--- config.mk ---
export PLATFORM = sky130hd
export DESIGN_NAME = bounded_trace_table_fifo_evict_unit
export DESIGN_NICKNAME = d
export VERILOG_FILES = /design/src/hw/rtl/btt_pkg.sv /design/src/hw/rtl/bounded_trace_table_fifo_evict_unit.sv /design/src/hw/rtl/btt_table_mem.sv /design/src/hw/rtl/btt_seq.sv
export SDC_FILE = /design/constraint.sdc
export NUM_CORES = 2
export LEC_CHECK = 0
export ABC_CLOCK_PERIOD_IN_PS = 5600
export BUFFER_PORTS_ARGS = -buffer_cell sky130_fd_sc_hd__buf_2
export CORE_MARGIN = 3
export CORE_UTILIZATION = 50
export DETAILED_ROUTE_END_ITERATION = 12
export PLACE_DENSITY = 0.77
export SLEW_MARGIN = 5
export SYNTH_ARGS = -nofsm -noshare
export SYNTH_HDL_FRONTEND = slang
export SYNTH_HIERARCHICAL = 1
export SYNTH_SLANG_ARGS = --single-unit
--- constraint.sdc ---
create_clock -name aclk -period 5.6 [get_ports aclk]
set_input_delay 0.56 -clock aclk [delete_from_list [all_inputs] [get_ports aclk]]
set_output_delay 0.56 -clock aclk [all_outputs]
set_load 0.1 [all_outputs]
--- src/hw/rtl/btt_pkg.sv ---
package btt_pkg;

    // Result status codes.
    typedef enum logic [1:0] {
        STATUS_STORED     = 2'd0,
        STATUS_LIMIT_ZERO = 2'd1,
        STATUS_KEY_FULL   = 2'd2
    } status_t;

    // Sequencer states.
    typedef enum logic [2:0] {
        ST_IDLE,
        ST_SCAN,
        ST_HIT,
        ST_INSERT,
        ST_DONE
    } state_t;

    // Configuration register indexes and port widths.
    localparam int CFG_IDX_W  = 4;
    localparam int CFG_DATA_W = 8;
    localparam logic [CFG_IDX_W-1:0] CFG_IDX_MAX_KEYS   = 4'd0;
    localparam logic [CFG_IDX_W-1:0] CFG_IDX_MAX_EVENTS = 4'd1;

    localparam logic [4:0] MAX_KEYS_RESET   = 5'd16;
    localparam logic [7:0] MAX_EVENTS_RESET = 8'd255;

    localparam logic [31:0] TOTAL_MAX = 32'hFFFF_FFFF;

    typedef struct packed {
        logic [4:0] max_keys;
        logic [7:0] max_events;
    } cfg_t;

    typedef struct packed {
        status_t     status;
        logic [3:0]  slot;
        logic [7:0]  event_index;
        logic        new_key;
        logic        evicted;
        logic [4:0]  key_count;
        logic [7:0]  key_events;
        logic [31:0] evicted_total;
        logic [31:0] dropped_total;
    } res_t;

endpackage

--- src/hw/rtl/bounded_trace_table_fifo_evict_unit.sv ---
// Trace event table with FIFO key replacement.
//
// Requests arrive on the s_ channel (valid/ready), one 64-bit trace key each.
// Each request gives exactly one result on the m_ channel: status, slot, event
// index, new/evicted flags, key and event counts, and the saturating totals.
// Limits are written on the cfg_ channel (index 0 max_keys, index 1
// max_events); cfg_ready is always high and a write takes effect at once.
//
// A request with a zero limit goes from the idle state straight to the done
// state. Otherwise the stored keys are read one per cycle from the key memory
// and compared until a key matches or all occupied slots have been read. One
// request is worked on at a time; s_ready is high once the previous result has
// been handed to the output register, so no new request is taken before then.
// The output register holds a result while m_ready is low; the next request
// is still accepted and its result waits inside until the register frees.
// Reset clears occupancy, the oldest pointer and both totals, and sets the
// limits to 16 and 255. The memories need no clearing.
module bounded_trace_table_fifo_evict_unit #(
    parameter int KEY_SLOTS   = 16,
    parameter int EVENT_LIMIT = 255,
    parameter int KEY_BITS    = 64
) (
    input  logic                              aclk,
    input  logic                              aresetn,
    input  logic                              s_valid,
    output logic                              s_ready,
    input  logic [63:0]                       s_trace_key,
    output logic                              m_valid,
    input  logic                              m_ready,
    output logic [1:0]                        m_status,
    output logic [3:0]                        m_slot,
    output logic [7:0]                        m_event_index,
    output logic                              m_new_key,
    output logic                              m_evicted,
    output logic [4:0]                        m_key_count,
    output logic [7:0]                        m_key_events,
    output logic [31:0]                       m_evicted_total,
    output logic [31:0]                       m_dropped_total,
    input  logic                              cfg_valid,
    output logic                              cfg_ready,
    input  logic [btt_pkg::CFG_IDX_W-1:0]     cfg_index,
    input  logic [btt_pkg::CFG_DATA_W-1:0]    cfg_data
);

    localparam int SLOT_W = (KEY_SLOTS > 1) ? $clog2(KEY_SLOTS) : 1;

    btt_pkg::cfg_t cfg_reg, cfg_next;
    btt_pkg::res_t out_reg;
    logic          m_valid_reg;

    btt_pkg::res_t       res;
    logic                res_valid;
    logic                res_ready;
    logic                rd_en;
    logic [SLOT_W-1:0]   rd_addr;
    logic [KEY_BITS-1:0] rd_key;
    logic [7:0]          rd_cnt;
    logic [SLOT_W-1:0]   wr_addr;
    logic                wr_key_en;
    logic [KEY_BITS-1:0] wr_key;
    logic                wr_cnt_en;
    logic [7:0]          wr_cnt;

    assign cfg_ready = 1'b1;

    always_comb begin
        cfg_next = cfg_reg;
        if (cfg_valid) begin
            unique case (cfg_index)
                btt_pkg::CFG_IDX_MAX_KEYS:   cfg_next.max_keys   = cfg_data[4:0];
                btt_pkg::CFG_IDX_MAX_EVENTS: cfg_next.max_events = cfg_data[7:0];
                default: begin
                end
            endcase
        end
    end

    always_ff @(posedge aclk) begin
        if (!aresetn) begin
            cfg_reg.max_keys   <= btt_pkg::MAX_KEYS_RESET;
            cfg_reg.max_events <= btt_pkg::MAX_EVENTS_RESET;
        end else begin
            cfg_reg <= cfg_next;
        end
    end

    assign res_ready = !m_valid_reg || m_ready;

    always_ff @(posedge aclk) begin
        if (!aresetn) begin
            m_valid_reg <= 1'b0;
        end else if (res_valid && res_ready) begin
            m_valid_reg <= 1'b1;
        end else if (m_ready) begin
            m_valid_reg <= 1'b0;
        end
    end

    always_ff @(posedge aclk) begin
        if (res_valid && res_ready) begin
            out_reg <= res;
        end
    end

    assign m_valid         = m_valid_reg;
    assign m_status        = out_reg.status;
    assign m_slot          = out_reg.slot;
    assign m_event_index   = out_reg.event_index;
    assign m_new_key       = out_reg.new_key;
    assign m_evicted       = out_reg.evicted;
    assign m_key_count     = out_reg.key_count;
    assign m_key_events    = out_reg.key_events;
    assign m_evicted_total = out_reg.evicted_total;
    assign m_dropped_total = out_reg.dropped_total;

    btt_seq #(
        .KEY_SLOTS   (KEY_SLOTS),
        .EVENT_LIMIT (EVENT_LIMIT),
        .KEY_BITS    (KEY_BITS),
        .SLOT_W      (SLOT_W)
    ) u_seq (
        .aclk      (aclk),
        .aresetn   (aresetn),
        .cfg       (cfg_reg),
        .in_valid  (s_valid),
        .in_ready  (s_ready),
        .in_key    (s_trace_key[KEY_BITS-1:0]),
        .res_valid (res_valid),
        .res_ready (res_ready),
        .res       (res),
        .rd_en     (rd_en),
        .rd_addr   (rd_addr),
        .rd_key    (rd_key),
        .rd_cnt    (rd_cnt),
        .wr_addr   (wr_addr),
        .wr_key_en (wr_key_en),
        .wr_key    (wr_key),
        .wr_cnt_en (wr_cnt_en),
        .wr_cnt    (wr_cnt)
    );

    btt_table_mem #(
        .KEY_SLOTS (KEY_SLOTS),
        .KEY_BITS  (KEY_BITS),
        .SLOT_W    (SLOT_W)
    ) u_table_mem (
        .aclk      (aclk),
        .rd_en     (rd_en),
        .rd_addr   (rd_addr),
        .rd_key    (rd_key),
        .rd_cnt    (rd_cnt),
        .wr_addr   (wr_addr),
        .wr_key_en (wr_key_en),
        .wr_key    (wr_key),
        .wr_cnt_en (wr_cnt_en),
        .wr_cnt    (wr_cnt)
    );

endmodule

--- src/hw/rtl/btt_table_mem.sv ---
module btt_table_mem #(
    parameter int KEY_SLOTS = 16,
    parameter int KEY_BITS  = 64,
    parameter int SLOT_W    = 4
) (
    input  logic                aclk,
    input  logic                rd_en,
    input  logic [SLOT_W-1:0]   rd_addr,
    output logic [KEY_BITS-1:0] rd_key,
    output logic [7:0]          rd_cnt,
    input  logic [SLOT_W-1:0]   wr_addr,
    input  logic                wr_key_en,
    input  logic [KEY_BITS-1:0] wr_key,
    input  logic                wr_cnt_en,
    input  logic [7:0]          wr_cnt
);

    logic [KEY_BITS-1:0] key_mem [KEY_SLOTS];
    logic [7:0]          cnt_mem [KEY_SLOTS];

    always_ff @(posedge aclk) begin
        if (wr_key_en) begin
            key_mem[wr_addr] <= wr_key;
        end
        if (wr_cnt_en) begin
            cnt_mem[wr_addr] <= wr_cnt;
        end
    end

    always_ff @(posedge aclk) begin
        if (rd_en) begin
            rd_key <= key_mem[rd_addr];
            rd_cnt <= cnt_mem[rd_addr];
        end
    end

endmodule

--- src/hw/rtl/btt_seq.sv ---
module btt_seq #(
    parameter int KEY_SLOTS   = 16,
    parameter int EVENT_LIMIT = 255,
    parameter int KEY_BITS    = 64,
    parameter int SLOT_W      = 4
) (
    input  logic                aclk,
    input  logic                aresetn,
    input  btt_pkg::cfg_t       cfg,
    input  logic                in_valid,
    output logic                in_ready,
    input  logic [KEY_BITS-1:0] in_key,
    output logic                res_valid,
    input  logic                res_ready,
    output btt_pkg::res_t       res,
    output logic                rd_en,
    output logic [SLOT_W-1:0]   rd_addr,
    input  logic [KEY_BITS-1:0] rd_key,
    input  logic [7:0]          rd_cnt,
    output logic [SLOT_W-1:0]   wr_addr,
    output logic                wr_key_en,
    output logic [KEY_BITS-1:0] wr_key,
    output logic                wr_cnt_en,
    output logic [7:0]          wr_cnt
);

    localparam int OCC_W = $clog2(KEY_SLOTS + 1);
    localparam int SUM_W = OCC_W + 1;

    btt_pkg::state_t state_reg, state_next;

    logic [KEY_BITS-1:0] key_reg, key_next;
    logic [SLOT_W-1:0]   oldest_reg, oldest_next;
    logic [OCC_W-1:0]    occ_reg, occ_next;
    logic [OCC_W-1:0]    issue_reg, issue_next;
    logic [SLOT_W-1:0]   rd_ptr_reg, rd_ptr_next;
    logic                pend_reg, pend_next;
    logic [SLOT_W-1:0]   pend_addr_reg, pend_addr_next;
    logic [SLOT_W-1:0]   slot_reg, slot_next;
    logic [7:0]          cnt_reg, cnt_next;
    logic [31:0]         evict_total_reg, evict_total_next;
    logic [31:0]         drop_total_reg, drop_total_next;
    btt_pkg::res_t       res_reg, res_next;

    logic [OCC_W-1:0]  key_lim;
    logic [7:0]        ev_lim;
    logic              limit_zero;
    logic              match;
    logic              scan_done;
    logic              evict_now;
    logic [SUM_W-1:0]  tail_sum;
    logic [SLOT_W-1:0] tail;
    logic [SLOT_W-1:0] oldest_inc;
    logic [SLOT_W-1:0] rd_ptr_inc;

    assign key_lim = (32'(cfg.max_keys) < KEY_SLOTS) ? OCC_W'(cfg.max_keys)
                                                     : OCC_W'(KEY_SLOTS);
    assign ev_lim  = (32'(cfg.max_events) < EVENT_LIMIT) ? cfg.max_events
                                                         : 8'(EVENT_LIMIT);
    assign limit_zero = (key_lim == '0) || (ev_lim == '0);

    // The compare sees the entry that was addressed in the previous cycle.
    assign match     = pend_reg && (rd_key == key_reg);
    assign scan_done = (issue_reg == occ_reg);
    assign evict_now = (occ_reg >= key_lim);

    // The free slot sits right behind the newest key of the ring.
    assign tail_sum = SUM_W'(oldest_reg) + SUM_W'(occ_reg);
    assign tail     = (tail_sum >= SUM_W'(KEY_SLOTS)) ? SLOT_W'(tail_sum - SUM_W'(KEY_SLOTS))
                                                      : SLOT_W'(tail_sum);

    assign oldest_inc = (oldest_reg == SLOT_W'(KEY_SLOTS - 1)) ? '0 : oldest_reg + 1'b1;
    assign rd_ptr_inc = (rd_ptr_reg == SLOT_W'(KEY_SLOTS - 1)) ? '0 : rd_ptr_reg + 1'b1;

    always_comb begin
        state_next = state_reg;
        unique case (state_reg)
            btt_pkg::ST_IDLE: begin
                if (in_valid) begin
                    if (limit_zero) begin
                        state_next = btt_pkg::ST_DONE;
                    end else if (occ_reg == '0) begin
                        state_next = btt_pkg::ST_INSERT;
                    end else begin
                        state_next = btt_pkg::ST_SCAN;
                    end
                end
            end
            btt_pkg::ST_SCAN: begin
                if (match) begin
                    state_next = btt_pkg::ST_HIT;
                end else if (scan_done) begin
                    state_next = btt_pkg::ST_INSERT;
                end
            end
            btt_pkg::ST_HIT:    state_next = btt_pkg::ST_DONE;
            btt_pkg::ST_INSERT: state_next = btt_pkg::ST_DONE;
            btt_pkg::ST_DONE: begin
                if (res_ready) begin
                    state_next = btt_pkg::ST_IDLE;
                end
            end
            default: state_next = btt_pkg::ST_IDLE;
        endcase
    end

    always_comb begin
        key_next         = key_reg;
        oldest_next      = oldest_reg;
        occ_next         = occ_reg;
        issue_next       = issue_reg;
        rd_ptr_next      = rd_ptr_reg;
        pend_next        = 1'b0;
        pend_addr_next   = pend_addr_reg;
        slot_next        = slot_reg;
        cnt_next         = cnt_reg;
        evict_total_next = evict_total_reg;
        drop_total_next  = drop_total_reg;
        res_next         = res_reg;
        in_ready         = 1'b0;
        res_valid        = 1'b0;
        rd_en            = 1'b0;
        rd_addr          = rd_ptr_reg;
        wr_addr          = slot_reg;
        wr_key_en        = 1'b0;
        wr_key           = key_reg;
        wr_cnt_en        = 1'b0;
        wr_cnt           = 8'd1;

        unique case (state_reg)
            btt_pkg::ST_IDLE: begin
                in_ready = 1'b1;
                if (in_valid) begin
                    key_next    = in_key;
                    issue_next  = '0;
                    rd_ptr_next = oldest_reg;
                    if (limit_zero) begin
                        if (drop_total_reg != btt_pkg::TOTAL_MAX) begin
                            drop_total_next = drop_total_reg + 32'd1;
                        end
                        res_next             = '0;
                        res_next.status      = btt_pkg::STATUS_LIMIT_ZERO;
                        res_next.key_count   = 5'(occ_reg);
                    end
                end
            end
            btt_pkg::ST_SCAN: begin
                if (match) begin
                    slot_next = pend_addr_reg;
                    cnt_next  = rd_cnt;
                end else if (!scan_done) begin
                    rd_en          = 1'b1;
                    rd_ptr_next    = rd_ptr_inc;
                    issue_next     = issue_reg + 1'b1;
                    pend_next      = 1'b1;
                    pend_addr_next = rd_ptr_reg;
                end
            end
            btt_pkg::ST_HIT: begin
                res_next           = '0;
                res_next.slot      = 4'(slot_reg);
                res_next.key_count = 5'(occ_reg);
                if (cnt_reg >= ev_lim) begin
                    if (drop_total_reg != btt_pkg::TOTAL_MAX) begin
                        drop_total_next = drop_total_reg + 32'd1;
                    end
                    res_next.status     = btt_pkg::STATUS_KEY_FULL;
                    res_next.key_events = cnt_reg;
                end else begin
                    wr_cnt_en            = 1'b1;
                    wr_cnt               = cnt_reg + 8'd1;
                    res_next.status      = btt_pkg::STATUS_STORED;
                    res_next.event_index = cnt_reg;
                    res_next.key_events  = cnt_reg + 8'd1;
                end
            end
            btt_pkg::ST_INSERT: begin
                wr_addr             = tail;
                wr_key_en           = 1'b1;
                wr_cnt_en           = 1'b1;
                wr_cnt              = 8'd1;
                res_next            = '0;
                res_next.status     = btt_pkg::STATUS_STORED;
                res_next.slot       = 4'(tail);
                res_next.new_key    = 1'b1;
                res_next.evicted    = evict_now;
                res_next.key_events = 8'd1;
                // With the table at its limit the oldest key gives up its slot,
                // so the number of keys stays the same.
                if (evict_now) begin
                    oldest_next = oldest_inc;
                    if (evict_total_reg != btt_pkg::TOTAL_MAX) begin
                        evict_total_next = evict_total_reg + 32'd1;
                    end
                    res_next.key_count = 5'(occ_reg);
                end else begin
                    occ_next           = occ_reg + 1'b1;
                    res_next.key_count = 5'(occ_reg + 1'b1);
                end
            end
            btt_pkg::ST_DONE: begin
                res_valid = 1'b1;
            end
            default: begin
            end
        endcase
    end

    always_comb begin
        res               = res_reg;
        res.evicted_total = evict_total_reg;
        res.dropped_total = drop_total_reg;
    end

    always_ff @(posedge aclk) begin
        if (!aresetn) begin
            state_reg       <= btt_pkg::ST_IDLE;
            oldest_reg      <= '0;
            occ_reg         <= '0;
            pend_reg        <= 1'b0;
            evict_total_reg <= '0;
            drop_total_reg  <= '0;
        end else begin
            state_reg       <= state_next;
            oldest_reg      <= oldest_next;
            occ_reg         <= occ_next;
            pend_reg        <= pend_next;
            evict_total_reg <= evict_total_next;
            drop_total_reg  <= drop_total_next;
        end
    end

    always_ff @(posedge aclk) begin
        key_reg       <= key_next;
        issue_reg     <= issue_next;
        rd_ptr_reg    <= rd_ptr_next;
        pend_addr_reg <= pend_addr_next;
        slot_reg      <= slot_next;
        cnt_reg       <= cnt_next;
        res_reg       <= res_next;
    end

    a_occ_bound: assert property (@(posedge aclk) disable iff (!aresetn)
        occ_reg <= OCC_W'(KEY_SLOTS))
        else $error("occupancy above table size");

    a_key_write_on_insert: assert property (@(posedge aclk) disable iff (!aresetn)
        wr_key_en |-> (state_reg == btt_pkg::ST_INSERT) && !rd_en)
        else $error("key write outside insert");

    a_drop_monotonic: assert property (@(posedge aclk) disable iff (!aresetn)
        $past(aresetn) |-> drop_total_reg >= $past(drop_total_reg))
        else $error("dropped total went down");

    a_stored_count: assert property (@(posedge aclk) disable iff (!aresetn)
        (state_reg == btt_pkg::ST_DONE) && (res_reg.status == btt_pkg::STATUS_STORED)
        |-> res_reg.key_events == 8'(res_reg.event_index + 8'd1))
        else $error("stored result count does not follow its index");

endmodule

# After elaboration in Yosys (flattened, before gate mapping)
# Memory sizes are Yosys's and may differ from the RTL's. A register that Yosys moved wholly into a read port is not among the register bits.
# Cells that the tools add are included.
dict set report classes {
  n_shift 0
  n_mux 49
  eq_ne 18
  reduce_logical 26
  add_sub_neg 9
  multipliers 0
  order_cmp 5
  div 0
  bitwise 2
}
# operator n
set ops {}
lappend ops {{93-bit case mux with 3 select lines} 1}
lappend ops {{93-bit two-way mux} 2}
lappend ops {{32-bit two-way mux} 4}
lappend ops {{32-bit by 1-bit adder with 32-bit output, second input constant} 2}
lappend ops {{64-bit == test} 1}
lappend ops {{32-bit inequality test, second input constant} 2}
lappend ops {{32-bit case mux with 2 select lines} 1}
lappend ops {{8-bit two-way mux} 5}
lappend ops {{4-bit two-way mux} 7}
lappend ops {{5-bit two-way mux} 5}
lappend ops {{3-bit two-way mux} 5}
lappend ops {{1-bit two-way mux} 13}
lappend ops {{3-bit case mux with 4 select lines} 1}
lappend ops {{3-bit AND reduction} 4}
lappend ops {{5-bit by 1-bit adder with 5-bit output, second input constant} 2}
lappend ops {{5-bit zero test} 2}
lappend ops {{5-bit case mux with 2 select lines} 1}
lappend ops {{2-bit AND reduction} 5}
lappend ops {{4-bit by 1-bit adder with 4-bit output, second input constant} 2}
lappend ops {{8-bit by 1-bit adder with 8-bit output, second input constant} 1}
lappend ops {{4-bit == test, second input constant} 2}
lappend ops {{8-bit >= comparator} 1}
lappend ops {{8-bit zero test} 1}
lappend ops {{8-bit less-than comparator, second input constant} 1}
lappend ops {{other kinds (26)} 38}
dict set report word_totals {
  mem_bits_ro 0
  mem_count 2
  mem_bits_rw 1152
  in_bits 81
  reg_bits 302
  wordCells 142
  latchBits 0
  out_inout_bits 96
}
# name depth word_bits read_ports rd_clocked_by_memory_dff wr line_no
set mem_list {}
lappend mem_list {u_table_mem.key_mem 16 64 1 1 1 btt_table_mem.sv:18} ;# logic [KEY_BITS-1:0] key_mem [KEY_SLOTS];
lappend mem_list {u_table_mem.cnt_mem 16 8 1 1 1 btt_table_mem.sv:19} ;# logic [7:0] cnt_mem [KEY_SLOTS];

# Depth between registers and ports, before layout
dict set report depth {
  word_depth 7
  mapped_depth 11
  ltp_nobuf 10
}

# Modules after synthesis
# Netlist, hierarchy kept.
# mod cells_per_inst seq_area_each_um2 instances area_per_inst_um2
set modules_own_cells {}
lappend modules_own_cells {btt_table_mem 1875 36755.3 1 45372.3}
lappend modules_own_cells {btt_seq 932 5084.9 1 9969.6}
lappend modules_own_cells {bounded_trace_table_fifo_evict_unit 160 3072.9 1 3390.8}

# Least setup slack after synthesis
# OpenSTA, ideal clock, no wires.
dict set report synth_timing {
  path_type {reg2reg}
  startpoint {register u_seq.occ_reg[1]}
  endpoint {memory u_table_mem.key_mem[2][0], enable pin}
  required_ns 5.114
  slack_ns 0.570
  arrival_time_ns 4.543
  n_path_buf 0
  setup_time_ns 0.486
  period_less_slack_ns 5.030
  path_stages_with_launch 8
  cell_sequence {dfxtp_1 ha_1 a21o_1 a21oi_1 xnor2_1 o21ai_0 or3b_2 nor2_1}
}
dict set report synth_between {
  elab_chain_cells 4
  word_cells_on_any_way 5
  classes_between {2 x add/sub; 1 x order compare; 2 x mux}
}
# item line_no
set synth_rtl {}
lappend synth_rtl {{start: declaration} btt_seq.sv:34} ;# logic [OCC_W-1:0] occ_reg, occ_next;
lappend synth_rtl {{start signal: assignment} btt_seq.sv:226} ;# occ_reg <= occ_next;
lappend synth_rtl {{4-bit by 5-bit adder with 6-bit output (*)} btt_seq.sv:68} ;# assign tail_sum = SUM_W'(oldest_reg) + SUM_W'(occ_reg);
lappend synth_rtl {{6-bit by 5-bit >= comparator with 1-bit output or 4-bit by 1-bit subtractor with 4-bit output (tied branches)} btt_seq.sv:69} ;# assign tail = (tail_sum >= SUM_W'(KEY_SLOTS)) ? SLOT_W'(tail_sum - SUM_W'(KEY_SLOTS))
lappend synth_rtl {{4-bit two-way mux (*)} btt_seq.sv:69}
lappend synth_rtl {{4-bit two-way mux (*)} btt_seq.sv:130} ;# unique case (state_reg)
lappend synth_rtl {{net wr_addr[3]} bounded_trace_table_fifo_evict_unit.sv:58} ;# logic [SLOT_W-1:0] wr_addr;
lappend synth_rtl {{end: declaration} btt_table_mem.sv:18}
# The timed path passes the listed nets; every way through them passes the cells marked *.

# Worst setup path in the final report
dict set report layout_timing {
  startpoint {register u_seq.occ_reg[1]}
  endpoint {memory u_table_mem.key_mem[1][45], enable pin}
}
# Same word-level chain as after synthesis.

==> results.json <==
{
  "period_share_pct": 69.6,
  "endpoint_kind": "register",
  "io_pins": 177,
  "path_cells": "ha_1, a21o_1, a21oi_1, xnor2_1, o21ai_0, or3b_2, nor2_4, buf_4",
  "cts.clk_slew.worst_paths_ns": 0.07,
  "gr-total-overflow": 0,
  "synth-edff-count": 1435,
  "grt_antenna_before_repair": 4,
  "core_area_um2": 116000,
  "die-area_um2": 122000,
  "hp-class": "in -> reg",
  "path_class": "reg -> reg",
  "power_mw": 32.4,
  "yosysTopAreaCell": "edfxtp_1",
  "crit_family": "simple AND/OR/NAND/NOR gates",
  "detail_route.wl_per_cell_um": 26.8,
  "required_ns": 6.01,
  "regMostFlops": "u_table_mem/key_mem",
  "ys_types": 73,
  "yosysMostFrequentCell": "edfxtp_1",
  "worst_path_max_delay_cell": "nor2_4",
  "status": "completed",
  "clockRootBuffer": "clkbuf_16",
  "maxCapViolations": 0,
  "p_leak_nw": 21.7,
  "path_max_fanout": 20,
  "skew_ns": 0.0252,
  "ys_warn_count": 6,
  "netlist_instances": 2967,
  "max_freq_mhz": 257,
  "top_regs": "u_table_mem/key_mem (1024), u_table_mem/cnt_mem (128)",
  "h-tree-depth": 4,
  "synthesis.nets": 3074,
  "largest_reg_flops": 1024,
  "wl_um": 131000,
  "tns_ns": 0,
  "viasPerCell": 6.12,
  "synth_seq_cells": 1526,
  "drcViolationCount": 0,
  "yosysTopAreaCellShare_pct": 73.4,
  "clkLatencyLatePin_ns": 0.76,
  "yosysSeqAreaShare_pct": 76.5,
  "grt_pass1_vias": 30287,
  "die_w_um": 349,
  "drt_iter0_drc": 3465,
  "cts.path.max_buffers": 3,
  "finalMaxSlewViolations": 0,
  "synth_area_leaders": "edfxtp_1 (73%), mux4_2 (11%), dfxtp_1 (3.1%)",
  "synthArstFlopShare_pct": 0,
  "hold_ws_ns": 0.0304,
  "firstDrtPassIters": 6,
  "drive_above_1_share_pct": 23.5,
  "cp.arrival_ns": 4.31,
  "dieHeight_um": 349,
  "ant_nets": 0,
  "cts_sinks": 1526,
  "avgSynthCellArea_um2": 19.8,
  "globalplace.congestion": 0.840,
  "port_buffers": 175,
  "final_nets": 3367,
  "yosys-top-cells-count": "edfxtp_1 (1435), mux4_2 (288), nand2_1 (163), a22oi_1 (145), dfxtp_1 (91)",
  "crit_buf_inv": 1,
  "vdd_drop_max_v": 0.000379,
  "netlist_area_um2": 58700,
  "powerDensity_nw_per_um2": 483,
  "setup_violations": 0,
  "critPathLaunchType": "register",
  "grt.total_usage_pct": 21.5,
  "tightest_slew_ns": 1.27,
  "syn_to_final_growth_pct": 14.1,
  "start_util_pct": 50.5,
  "cpPeakStageDelay_ns": 0.79,
  "hold_violations": 0,
  "cts_tree": "done",
  "grt_first_pass_wirelength_um": 194000,
  "min_period_ns": 3.90,
  "vias": 30009,
  "grt_max_degree": 90,
  "rows": 125,
  "rsz0062_at_grt": "false",
  "dpl.hpwl_um": 72300,
  "slew_headroom_pct": 14.6,
  "synthFlopType": "edfxtp_1",
  "cts-buffers-inserted": 146
}
## path summary, 6_finish.rpt
check / start / end / slack [ns] / depth (start not counted)
worst max register to register: u_seq/occ_reg[1] / u_table_mem/key_mem[1][45] / 1.70 / 8
worst max-delay path: u_seq/occ_reg[1] / u_table_mem/key_mem[1][45] / 1.70 / 8
worst min-delay path: s_trace_key[48] / u_seq/wr_key[48] / 0.03 / 1
worst min register to register: u_seq/res[77] / m_evicted / 0.42 / 0
## worst register-to-register path, stage by stage (launching register included)
cell and delay, ns:
dfxtp_1 0.47, ha_1 0.28, a21o_1 0.18, a21oi_1 0.17
xnor2_1 0.17, o21ai_0 0.30, or3b_2 0.70, nor2_4 0.79
buf_4 0.48
## logic make-up (layout without fill, tap and decap cells)
| kind of cell | count (synthesis) | in the layout | share of synthesized area [%] |
|---|---|---|---|
| AO/OA/AOI/OAI | 248 | 248 | 3.13 |
| multiplexers | 315 | 315 | 11.5 |
| AND/OR/NAND/NOR | 575 | 575 | 5.26 |
| buffers and inverters | 172 | 582 | 1.51 |
| other | 1 | 2 | 0.00638 |
| XOR/XNOR | 104 | 104 | 1.55 |
| flip-flops | 1526 | 1526 | 76.5 |
| adder cells (fa/ha/maj) | 26 | 26 | 0.567 |
## layout make-up
class	count	area (µm²)
diodes	1	2.50
clock buffers	183	3920
clock inverters	82	1040
fillers	8196	49300
inverters	35	134
multi-input cells	1269	13100
flip-flops and latches	1526	44900
well taps	1524	1910
repair buffers	282	2020
## cell usage in the layout, fill, tap and decap left out, types with 6 or more instances in the layout
cell,instances
a21oi_1,16
nor2b_1,13
bufinv_16,22
edfxtp_1,1435
inv_1,33
nand4_1,41
nand2_1,163
xor2_1,45
o21ai_1,6
or3_1,11
buf_4,46
o211ai_1,14
o2111ai_1,9
buf_2,174
xnor2_1,59
clkinv_1,22
mux4_2,288
clkinv_2,23
nor4_1,24
a21boi_1,11
nor2_1,59
nand3_1,45
a22oi_1,145
inv_6,6
o21ai_0,12
nor2_4,17
o31ai_1,10
dlygate4sd3_1,44
clkbuf_16,150
buf_12,18
nand2b_1,60
and3_1,30
dfxtp_1,91
nor3_1,15
ha_1,25
clkbuf_1,29
and2_1,38
or4_1,7
and4_1,12
mux2i_1,27
## stage by stage
step | setup slack [ns] | instance area (µm²) | std cells | util [%]
6_report | 1.70 | 67000 | 4902 | 57.6
5_1_grt | 1.55 | 67000 | 4901 | 57.6
4_1_cts | 1.73 | 67000 | 4901 | 57.6
3_5_place_dp | 1.74 | 61600 | 4592 | 53.0
3_3_place_gp | 1.85 | 61600 | 4592 | 53.0
2_1_floorplan | 0.570 | 58700 | 2967 | -
## per-layer routing
layer	up-vias	global-route usage [%]	wire, µm
li1	12650	-	-
met2	1718	34.8	64000
met3	244	4.31	12800
met5	-	0	13
met4	2	6.94	3370
met1	15395	29.8	51000
## repair_timing
action,CTS,global route
setup buffers,0,0
setup endpoints to repair,0,0
hold buffers,44,0
endpoints found under the hold margin,44,0
resized for setup,0,0
## where the power goes
part	switching, mW	total [mW]	internal [mW]
logic	4.57	7.30	2.73
registers	0.854	14.9	14.0
clock network	4.17	10.2	6.00
(Power assumes the default switching activity.)
